`config.mk`:
```
export PLATFORM = sky130hd
export DESIGN_NAME = packet_window_statistics
export DESIGN_NICKNAME = d
export VERILOG_FILES = /design/src/sv/pws_pkg.sv /design/src/sv/pws_front.sv /design/src/sv/pws_div.sv /design/src/sv/pws_back.sv /design/src/sv/packet_window_statistics.sv
export SDC_FILE = /design/constraint.sdc
export NUM_CORES = 2
export LEC_CHECK = 0
export BUFFER_PORTS_ARGS = -buffer_cell sky130_fd_sc_hd__buf_2
export CAP_MARGIN = 30
export CORE_ASPECT_RATIO = 0.6
export CORE_MARGIN = 10
export CORE_UTILIZATION = 40
export CTS_BUF_LIST = sky130_fd_sc_hd__clkbuf_16
export DETAILED_ROUTE_END_ITERATION = 12
export GPL_ROUTABILITY_DRIVEN = 0
export PLACE_DENSITY = 0.6
export SYNTH_ARGS = -nofsm -noshare
export SYNTH_HDL_FRONTEND = slang
export SYNTH_HIERARCHICAL = 1
export SYNTH_SLANG_ARGS = --single-unit
```
`constraint.sdc`:
```
create_clock -name i_clk -period 9 [get_ports i_clk]
set_input_delay 1.8 -clock i_clk [delete_from_list [all_inputs] [get_ports i_clk]]
set_output_delay 1.8 -clock i_clk [all_outputs]
set_load 0.03 [all_outputs]
```
`src/sv/pws_pkg.sv`:
```
// package for packet window statistics: sizes, register indexes, queue entry type
// no dependencies
package pws_pkg;
    localparam int SLOTS = 64;
    localparam int SLOT_W = $clog2(SLOTS);
    localparam int CNT_W = $clog2(SLOTS + 1);
    localparam int OUT_CNT_W = 11;
    localparam logic [30:0] RATE_MAX = 31'h7fffffff;

    localparam logic [1:0] REG_ENABLE = 2'd0;
    localparam logic [1:0] REG_WINDOW = 2'd1;
    localparam logic [1:0] REG_INTERVAL = 2'd2;
    localparam logic [1:0] REG_EMPTY_MIN = 2'd3;

    localparam logic CMD_RECORD = 1'b0;
    localparam logic CMD_UPDATE = 1'b1;

    typedef struct packed {
        logic [30:0] now_ms;
    } t_update;

    typedef struct packed {
        logic [30:0] bytes_per_second;
        logic [10:0] window_samples;
        logic [10:0] window_fragments;
        logic [6:0]  fragment_percent;
        logic [15:0] largest_bytes;
        logic [15:0] smallest_bytes;
    } t_result;
endpackage

```
`src/sv/pws_front.sv`:
```
// front part: config registers, record writes into the ring, update queue
// depends on pws_pkg
module pws_front (
    input  logic            i_clk,
    input  logic            i_rst_n,
    input  logic            i_push,
    output logic            o_full,
    input  logic            i_command,
    input  logic [30:0]     i_now_ms,
    input  logic            i_cfg_valid,
    input  logic [1:0]      i_cfg_index,
    input  logic [15:0]     i_cfg_data,
    output logic            o_wr_en,
    output logic [pws_pkg::SLOT_W-1:0] o_wr_ptr,
    output logic            o_upd_valid,
    output pws_pkg::t_update o_upd,
    input  logic            i_upd_take,
    input  logic            i_busy,
    output logic [15:0]     o_window_ms,
    output logic [15:0]     o_interval_ms,
    output logic [15:0]     o_empty_min
);
    import pws_pkg::*;

    logic r_enable;
    logic [15:0] r_window, r_interval, r_empty_min;
    logic [SLOT_W-1:0] r_ptr;
    logic [1:0] r_q_cnt;
    logic r_q_rd, r_q_wr;
    t_update r_q [2];
    logic acc, push_upd;

    // records go straight to the ring, so no beat is taken while an update waits or runs
    assign o_full = (r_q_cnt != 2'd0) || i_busy;
    assign acc = i_push && !o_full;
    assign push_upd = acc && (i_command == CMD_UPDATE);
    assign o_wr_en = acc && (i_command == CMD_RECORD) && r_enable;
    assign o_wr_ptr = r_ptr + 1'b1;
    assign o_upd_valid = (r_q_cnt != 2'd0);
    assign o_upd = r_q[r_q_rd];
    assign o_window_ms = r_window;
    assign o_interval_ms = r_interval;
    assign o_empty_min = r_empty_min;

    always_ff @(posedge i_clk) begin
        if (!i_rst_n) begin
            r_enable <= 1'b0;
            r_window <= 16'd1000;
            r_interval <= 16'd100;
            r_empty_min <= 16'd9999;
            r_ptr <= '0;
            r_q_cnt <= '0;
            r_q_rd <= 1'b0;
            r_q_wr <= 1'b0;
        end else begin
            if (i_cfg_valid) begin
                unique case (i_cfg_index)
                    REG_ENABLE:    r_enable <= i_cfg_data[0];
                    REG_WINDOW:    r_window <= i_cfg_data;
                    REG_INTERVAL:  r_interval <= i_cfg_data;
                    REG_EMPTY_MIN: r_empty_min <= i_cfg_data;
                endcase
            end
            if (o_wr_en) r_ptr <= o_wr_ptr;
            if (push_upd) r_q_wr <= !r_q_wr;
            if (i_upd_take) r_q_rd <= !r_q_rd;
            r_q_cnt <= r_q_cnt + {1'b0, push_upd} - {1'b0, i_upd_take};
        end
    end

    always_ff @(posedge i_clk) begin
        if (push_upd) r_q[r_q_wr].now_ms <= i_now_ms;
    end
endmodule

```
`src/sv/pws_div.sv`:
```
// serial restoring divider, one quotient bit per cycle
// depends on pws_pkg
module pws_div (
    input  logic        i_clk,
    input  logic        i_rst_n,
    input  logic        i_start,
    input  logic [63:0] i_num,
    input  logic [31:0] i_den,
    output logic        o_done,
    output logic [63:0] o_quo
);
    import pws_pkg::*;

    logic r_busy;
    logic [5:0] r_cnt;
    logic [63:0] r_q;
    logic [32:0] r_rem;
    logic [31:0] r_den;
    logic [32:0] sh, df;

    assign sh = {r_rem[31:0], r_q[63]};
    assign df = sh - {1'b0, r_den};
    assign o_quo = r_q;

    always_ff @(posedge i_clk) begin
        if (!i_rst_n) begin
            r_busy <= 1'b0;
            o_done <= 1'b0;
        end else begin
            o_done <= 1'b0;
            if (i_start) begin
                r_busy <= 1'b1;
                r_cnt <= '0;
                r_q <= i_num;
                r_rem <= '0;
                r_den <= i_den;
            end else if (r_busy) begin
                if (!df[32]) begin
                    r_rem <= df;
                    r_q <= {r_q[62:0], 1'b1};
                end else begin
                    r_rem <= sh;
                    r_q <= {r_q[62:0], 1'b0};
                end
                r_cnt <= r_cnt + 1'b1;
                if (r_cnt == 6'd63) begin
                    r_busy <= 1'b0;
                    o_done <= 1'b1;
                end
            end
        end
    end
endmodule

```
`src/sv/pws_back.sv`:
```
// back part: slot memories, window scan, percent and rate, result queue
// depends on pws_pkg and pws_div
module pws_back (
    input  logic            i_clk,
    input  logic            i_rst_n,
    input  logic            i_wr_en,
    input  logic [pws_pkg::SLOT_W-1:0] i_wr_ptr,
    input  logic [30:0]     i_now_ms,
    input  logic [15:0]     i_packet_bytes,
    input  logic            i_fragmented,
    input  logic            i_upd_valid,
    input  pws_pkg::t_update i_upd,
    output logic            o_upd_take,
    output logic            o_busy,
    input  logic [15:0]     i_window_ms,
    input  logic [15:0]     i_interval_ms,
    input  logic [15:0]     i_empty_min,
    output logic            o_empty,
    input  logic            i_pop,
    output pws_pkg::t_result o_res
);
    import pws_pkg::*;

    typedef enum logic [2:0] {
        S_IDLE, S_CLEAR, S_SCAN, S_LAST, S_PCT, S_RATE, S_DIV, S_OUT
    } t_state;

    t_state r_st;
    logic [30:0] m_time [SLOTS];
    logic [15:0] m_bytes [SLOTS];
    logic m_frag [SLOTS];
    logic [30:0] r_rt;
    logic [15:0] r_rb;
    logic r_rf;

    logic [SLOT_W-1:0] r_idx, r_ridx;
    logic [CNT_W-1:0] r_cnt, r_frags;
    logic [15:0] r_min, r_max, r_obytes;
    logic r_ofrag, r_have;
    logic [30:0] r_otime, r_now, r_last, r_held;
    logic [SLOT_W+15:0] r_total;
    logic [CNT_W+6:0] r_pn;
    logic [6:0] r_pct;
    logic [2:0] r_pstep;
    logic r_res_v;
    t_result r_res;
    logic [31:0] r_elapsed;

    logic div_start, div_done;
    logic [63:0] div_quo;
    logic [63:0] num;
    logic in_win;
    logic [31:0] lim;
    logic [CNT_W+6:0] ptry;
    logic [SLOT_W+15:0] tot_adj;
    logic [CNT_W-1:0] cnt_adj, frg_adj, frg_fin;

    assign lim = {1'b0, r_rt} + {16'd0, i_window_ms};
    assign in_win = (r_rt != '0) && !({1'b0, r_now} > lim);
    assign o_empty = !r_res_v;
    assign o_res = r_res;
    assign o_busy = (r_st != S_IDLE);
    assign o_upd_take = (r_st == S_IDLE) && i_upd_valid && !r_res_v;
    assign tot_adj = r_total - (r_have ? {{SLOT_W{1'b0}}, r_obytes} : '0);
    assign cnt_adj = r_cnt - {{(CNT_W-1){1'b0}}, r_have};
    assign frg_adj = r_frags - {{(CNT_W-1){1'b0}}, r_have && r_ofrag};
    assign frg_fin = r_frags + {{(CNT_W-1){1'b0}}, in_win && r_rf};
    assign num = {{(48-SLOT_W){1'b0}}, tot_adj} * 64'd1000;
    assign div_start = (r_st == S_RATE) && !((r_elapsed == 0) || (cnt_adj == 0)
                       || (tot_adj == 0));
    assign ptry = {r_pn[CNT_W+6:0]} - ({7'd0, r_cnt} << r_pstep);

    pws_div u_div (
        .i_clk(i_clk), .i_rst_n(i_rst_n), .i_start(div_start), .i_num(num),
        .i_den(r_elapsed), .o_done(div_done), .o_quo(div_quo)
    );

    always_ff @(posedge i_clk) begin
        if (i_wr_en) begin
            m_bytes[i_wr_ptr] <= i_packet_bytes;
            m_frag[i_wr_ptr] <= i_fragmented;
        end
        r_rb <= m_bytes[r_ridx];
        r_rf <= m_frag[r_ridx];
    end

    always_ff @(posedge i_clk) begin
        if (r_st == S_CLEAR) m_time[r_ridx] <= '0;
        else if (i_wr_en) m_time[i_wr_ptr] <= i_now_ms;
        r_rt <= m_time[r_ridx];
    end

    always_ff @(posedge i_clk) begin
        if (!i_rst_n) begin
            r_st <= S_CLEAR;
            r_ridx <= '0;
            r_res_v <= 1'b0;
            r_last <= '0;
            r_held <= '0;
        end else begin
            if (i_pop && r_res_v) r_res_v <= 1'b0;
            unique case (r_st)
                S_CLEAR: begin
                    r_ridx <= r_ridx + 1'b1;
                    if (r_ridx == SLOT_W'(SLOTS - 1)) r_st <= S_IDLE;
                end
                S_IDLE: begin
                    r_ridx <= '0;
                    if (o_upd_take) begin
                        r_now <= i_upd.now_ms;
                        r_otime <= i_upd.now_ms;
                        r_have <= 1'b0;
                        r_cnt <= '0;
                        r_frags <= '0;
                        r_total <= '0;
                        r_min <= i_empty_min;
                        r_max <= '0;
                        r_ridx <= SLOT_W'(1);
                        r_idx <= '0;
                        r_st <= S_SCAN;
                    end
                end
                S_SCAN, S_LAST: begin
                    if (in_win) begin
                        r_cnt <= r_cnt + 1'b1;
                        r_frags <= r_frags + {{(CNT_W-1){1'b0}}, r_rf};
                        r_total <= r_total + {{SLOT_W{1'b0}}, r_rb};
                        if (r_rb < r_min) r_min <= r_rb;
                        if (r_rb > r_max) r_max <= r_rb;
                        if (r_rt < r_otime) begin
                            r_otime <= r_rt;
                            r_obytes <= r_rb;
                            r_ofrag <= r_rf;
                            r_have <= 1'b1;
                        end
                    end
                    r_idx <= r_idx + 1'b1;
                    r_ridx <= r_ridx + 1'b1;
                    if (r_st == S_LAST) begin
                        // fragments times 100 as 64 + 32 + 4
                        r_pn <= ({7'd0, frg_fin} << 6) + ({7'd0, frg_fin} << 5)
                                + ({7'd0, frg_fin} << 2);
                        r_pct <= '0;
                        r_pstep <= 3'd6;
                        r_st <= S_PCT;
                    end else if (r_idx == SLOT_W'(SLOTS - 2)) begin
                        r_st <= S_LAST;
                    end
                end
                S_PCT: begin
                    if (r_cnt == 0) begin
                        r_held <= '0;
                        r_last <= '0;
                        r_res <= '0;
                        r_res_v <= 1'b1;
                        r_st <= S_IDLE;
                    end else begin
                        if (!ptry[CNT_W+6] && (({7'd0, r_cnt} << r_pstep) <= r_pn)) begin
                            r_pn <= ptry;
                            r_pct[r_pstep] <= 1'b1;
                        end
                        r_pstep <= r_pstep - 1'b1;
                        if (r_pstep == 3'd0) begin
                            r_elapsed <= {1'b0, r_now - r_otime};
                            if ({1'b0, r_last} + {16'd0, i_interval_ms} < {1'b0, r_now})
                                r_st <= S_RATE;
                            else r_st <= S_OUT;
                        end
                    end
                end
                S_RATE: begin
                    r_last <= r_now;
                    r_cnt <= cnt_adj;
                    r_frags <= frg_adj;
                    if (div_start) r_st <= S_DIV;
                    else begin
                        r_held <= '0;
                        r_st <= S_OUT;
                    end
                end
                S_DIV: begin
                    if (div_done) begin
                        r_held <= (div_quo > {33'd0, RATE_MAX}) ? RATE_MAX : div_quo[30:0];
                        r_st <= S_OUT;
                    end
                end
                S_OUT: begin
                    r_res.bytes_per_second <= r_held;
                    r_res.window_samples <= OUT_CNT_W'(r_cnt);
                    r_res.window_fragments <= OUT_CNT_W'(r_frags);
                    r_res.fragment_percent <= r_pct;
                    r_res.largest_bytes <= r_max;
                    r_res.smallest_bytes <= r_min;
                    r_res_v <= 1'b1;
                    r_st <= S_IDLE;
                end
                default: r_st <= S_IDLE;
            endcase
        end
    end
endmodule

```
`src/sv/packet_window_statistics.sv`:
```
// Packet window statistics, one block per traffic direction. A record beat
// writes the ring when enabled. An update beat scans the 64 slots, one per
// cycle, then, for a nonempty window, finds the percent in seven steps and,
// when the rate is due and elapsed time, samples and bytes are nonzero, runs
// the serial divider. While an update waits or runs, full stays high, so
// records never overtake it. After reset a clearing pass over the 64 slots
// empties the time store with full high. Config writes are always ready.
// depends on pws_pkg, pws_front, pws_back
module packet_window_statistics (
    input  logic        i_clk,
    input  logic        i_rst_n,
    input  logic        push,
    output logic        full,
    input  logic        i_command,
    input  logic [30:0] i_now_ms,
    input  logic [15:0] i_packet_bytes,
    input  logic        i_fragmented,
    output logic        empty,
    input  logic        pop,
    output logic [30:0] o_bytes_per_second,
    output logic [10:0] o_window_samples,
    output logic [10:0] o_window_fragments,
    output logic [6:0]  o_fragment_percent,
    output logic [15:0] o_largest_bytes,
    output logic [15:0] o_smallest_bytes,
    input  logic        i_cfg_valid,
    output logic        o_cfg_ready,
    input  logic [1:0]  i_cfg_index,
    input  logic [15:0] i_cfg_data
);
    import pws_pkg::*;

    logic wr_en, upd_valid, upd_take, busy;
    logic [SLOT_W-1:0] wr_ptr;
    t_update upd;
    t_result res;
    logic [15:0] window_ms, interval_ms, empty_min;

    assign o_cfg_ready = 1'b1;

    pws_front u_front (
        .i_clk(i_clk), .i_rst_n(i_rst_n), .i_push(push), .o_full(full),
        .i_command(i_command), .i_now_ms(i_now_ms), .i_cfg_valid(i_cfg_valid),
        .i_cfg_index(i_cfg_index), .i_cfg_data(i_cfg_data), .o_wr_en(wr_en),
        .o_wr_ptr(wr_ptr), .o_upd_valid(upd_valid), .o_upd(upd),
        .i_upd_take(upd_take), .i_busy(busy), .o_window_ms(window_ms),
        .o_interval_ms(interval_ms), .o_empty_min(empty_min)
    );

    pws_back u_back (
        .i_clk(i_clk), .i_rst_n(i_rst_n), .i_wr_en(wr_en), .i_wr_ptr(wr_ptr),
        .i_now_ms(i_now_ms), .i_packet_bytes(i_packet_bytes),
        .i_fragmented(i_fragmented), .i_upd_valid(upd_valid), .i_upd(upd),
        .o_upd_take(upd_take), .o_busy(busy), .i_window_ms(window_ms),
        .i_interval_ms(interval_ms), .i_empty_min(empty_min), .o_empty(empty),
        .i_pop(pop), .o_res(res)
    );

    assign o_bytes_per_second = res.bytes_per_second;
    assign o_window_samples = res.window_samples;
    assign o_window_fragments = res.window_fragments;
    assign o_fragment_percent = res.fragment_percent;
    assign o_largest_bytes = res.largest_bytes;
    assign o_smallest_bytes = res.smallest_bytes;
endmodule

```
==> impl_metrics.tcl <==
set metrics [dict create \
    outcome "completed" \
    swShare 0.217 \
    ioPinCount 167 \
    syn_area_per_cell_um2 18.6 \
    cts_sinks 3743 \
    wl_met3_mm 40.8 \
    first_pass_iters 6 \
    die_h_um 506 \
    dp.cells 13800 \
    routed-wl-met2_mm 187 \
    worst_slew_pin_slew_ns 1.24 \
    maxCapViolCount 0 \
    cts_hold_buffers 0 \
    slew-limit-headroom 0.166 \
    nFillCells 33000 \
    syn_area_mm2 0.158 \
    routedWlPerCell_um 29.5 \
    wl_met1_mm 190 \
    cts_buffers 337 \
    max_freq_mhz 121 \
    globalRouteOverflowTotal 0 \
    setup_tns_ns 0 \
    final_antenna_net_count 0 \
    power_uw 35200 \
    seq_area_frac_synth 0.701 \
    grt_pass1_vias 83000 \
    ctsResizeCount 0 \
    rows 178 \
    grt_max_degree 130 \
    hold_path.class "reg -> reg" \
    final_nets 9428 \
    wl_mm 424 \
    total_switching_power_uw 7640 \
    drive_gt1_frac 0.243 \
    ys.flop_type "edfxtp_1" \
    ys_types 94 \
    clock_latency_ns 0.95 \
    min_period_ns 8.29 \
    antenna_found_initial 29 \
    post-route-drc-count 0 \
    slew_violations 0 \
    synth.yosys.warnings 6 \
    syn-instance-count 8470 \
    p_int_uw 27600 \
    core_mm2 0.392 \
    synth_edf_count 3561 \
    finalSetupViolCount 0 \
    synth_seq_cells 3743 \
    final_cells 14400 \
    io_buffers 157 \
    globalRouteTotalUtil 0.197 \
    irDropWorstVdd_mv 0.162 \
    critPathMaxFanout 14 \
    clockRootBuffer "clkbuf_16" \
    path_class "reg -> reg" \
    grt_pass1_wl_mm 611 \
    p_leak_uw 0.0604 \
    crit_required_ns 9.64 \
    end_kind "flop" \
    seqPwrFrac 0.542 \
    hpwl_mm 263 \
    clock_skew_ns 0.0658 \
    htree_levels 5 \
    cpPeakStageDelay_ns 0.56 \
    cts_tree "done" \
    viasPerCell 5.82 \
    path_clk_slew_ns 0.06 \
    comb_power_share 0.050 \
    start_util 0.402 \
    die_area_mm2 0.421 \
    finalHoldViolCount 0 \
    highest_layer "met5" \
    drt_iter0_markers 10800 \
    cpMaxStageDelayCell "edfxtp_1" \
    clockPowerShare 0.408 \
    power_density_mw_per_mm2 198 \
    start_kind "flop" \
    post-cts-setup-buffers 0 \
    area_delta_synth_final_pct 12.9 \
    cp.arrival_ns 8.93 \
    cts_buffer_depth 4 \
    rsz0062_at_grt "no" \
    vias 83800 \
    die_w_um 831 \
    period_share 0.921 \
    synthArstFlopShare 0 \
]
## synthesized netlist by cell type, types with 7 or more instances
library cell / instances / area, µm²
or3_1: 19 / 119
and2_1: 121 / 757
ha_1: 371 / 4640
nand3_1: 98 / 490
a21boi_1: 30 / 225
o211ai_1: 15 / 113
a31oi_1: 18 / 113
nor2_1: 324 / 1220
mux4_2: 990 / 22300
o21a_1: 45 / 338
nor4_1: 37 / 231
o2111ai_1: 7 / 61.3
fa_1: 88 / 1760
nand3b_1: 11 / 82.6
dfxtp_1: 182 / 3640
mux2_2: 116 / 1310
nand2b_1: 50 / 313
o21ai_1: 33 / 165
a21oi_1: 204 / 1020
buf_4: 9 / 67.6
o21bai_1: 24 / 180
nand4_1: 51 / 319
or4_1: 7 / 52.6
a21o_1: 102 / 766
or2_2: 36 / 225
buf_1: 42 / 158
xnor2_1: 131 / 1150
o31ai_1: 13 / 97.6
a22oi_1: 34 / 255
clkbuf_1: 250 / 938
o22ai_1: 9 / 56.3
edfxtp_1: 3561 / 107000
nor3_1: 51 / 255
nor3b_1: 7 / 52.6
o21ai_0: 135 / 676
nor2b_1: 78 / 488
xor2_1: 80 / 701
buf_2: 79 / 395
nand2_1: 409 / 1540
inv_1: 351 / 1320
mux2i_1: 56 / 561
a211oi_1: 19 / 143
and3_1: 62 / 388
## final cells by class
cell class	count	area, µm²	share of cell area
Antenna cell	7	17.5	0.0000984
Sequential cell	3743	111000	0.621
Clock buffer	345	8630	0.0485
Tap cell	5220	6530	0.0367
Multi-Input combinational cell	4033	45100	0.253
Timing Repair Buffer	430	3760	0.0211
Clock inverter	259	2110	0.0119
Inverter	352	1320	0.00742
## worst max-delay path: cells and delay by family, from the launching register on
kind,cells,cell delay [ns]
AOI/OAI and AO/OA,11,3.27
adders and majority gates,6,2.69
buffers and inverters,5,0.60
DFF,1,0.56
and+or+nand+nor,4,0.56
muxes,1,0.27
xor gates and xnor gates,1,0.10
## cell usage in the layout, fill, tap and decap left out, types with 56 or more instances in the layout
| master | n |
|---|---|
| clkinv_2 | 58 |
| ha_1 | 371 |
| mux2i_1 | 56 |
| nor2_4 | 66 |
| xor2_1 | 80 |
| a21o_1 | 102 |
| mux4_2 | 990 |
| and2_1 | 120 |
| edfxtp_1 | 3561 |
| xnor2_1 | 131 |
| nor2b_1 | 78 |
| mux2_2 | 116 |
| nor2_1 | 220 |
| fa_1 | 88 |
| nand2_1 | 409 |
| o21ai_0 | 135 |
| a21oi_1 | 203 |
| nand3_1 | 98 |
| clkinv_1 | 62 |
| buf_4 | 206 |
| buf_2 | 156 |
| buf_12 | 58 |
| dfxtp_1 | 176 |
| inv_1 | 422 |
| clkbuf_16 | 345 |
## kinds of logic after synthesis
family | after synthesis | synth area share
AO/OA/AOI/OAI | 774 | 0.0320
XOR/XNOR | 211 | 0.0117
adder cells (fa/ha/maj) | 460 | 0.0407
buffers and inverters | 737 | 0.0186
flip-flops | 3743 | 0.701
multiplexers | 1165 | 0.153
other | 2 | 0.0000476
AND/OR/NAND/NOR | 1378 | 0.0424
## flip-flops by register name, summed over array words and instances, names as in the netlist, 22 cells and up, named ones only
register            count
u_back/m_time        1984
u_back/m_bytes       1024
u_back/o_res           84
u_back/m_frag          64
u_back/u_div/o_quo     64
u_front/r_q            62
u_back/u_div/r_den     32
u_back/u_div/r_rem     32
u_back/r_elapsed       31
u_back/r_held          31
u_back/r_last          31
u_back/r_now           31
u_back/r_otime         31
u_back/r_rt            31
u_back/r_total         22
## worst paths after layout
path	cells past startpoint	start	end	slack, ns
worst max-delay path	28	u_back/r_have	u_back/u_div/o_quo[31]	0.71
worst min-delay path	2	u_back/r_held[10]	u_back/r_held[10]	0.45
worst max register to register	28	u_back/r_have	u_back/u_div/o_quo[31]	0.71
worst min register to register	2	u_back/r_held[10]	u_back/r_held[10]	0.45
## metal layers
layer / track usage / vias to the layer above
met3: 0.0396 / 519
li1: - / 34600
met2: 0.291 / 3897
met4: 0.0351 / 10
met5: 0 / -
met1: 0.304 / 44800
## stage by stage
step | area [µm²] | setup WS [ns] | hold WS [ns] | utilization
2_1_floorplan | 158000 | 1.83 | 0.416 | -
3_3_place_gp | 166000 | 0.714 | 0.443 | 0.423
3_5_place_dp | 167000 | 0.724 | 0.438 | 0.425
4_1_cts | 178000 | 0.668 | 0.455 | 0.453
5_1_grt | 178000 | 0.150 | 0.469 | 0.454
6_report | 178000 | 0.711 | 0.450 | 0.454
## power by group through the flow
stage               logic [µW]  clock network [µW]  registers [µW]
CTS                       1760               14600           19100
global route              1870               15400           19100
global placement          1720                   0           19500
floorplan                 1150                   0           19400
detailed placement        1760                   0           19500
finish                    1760               14400           19100
Power figures use the tool's default switching activity.
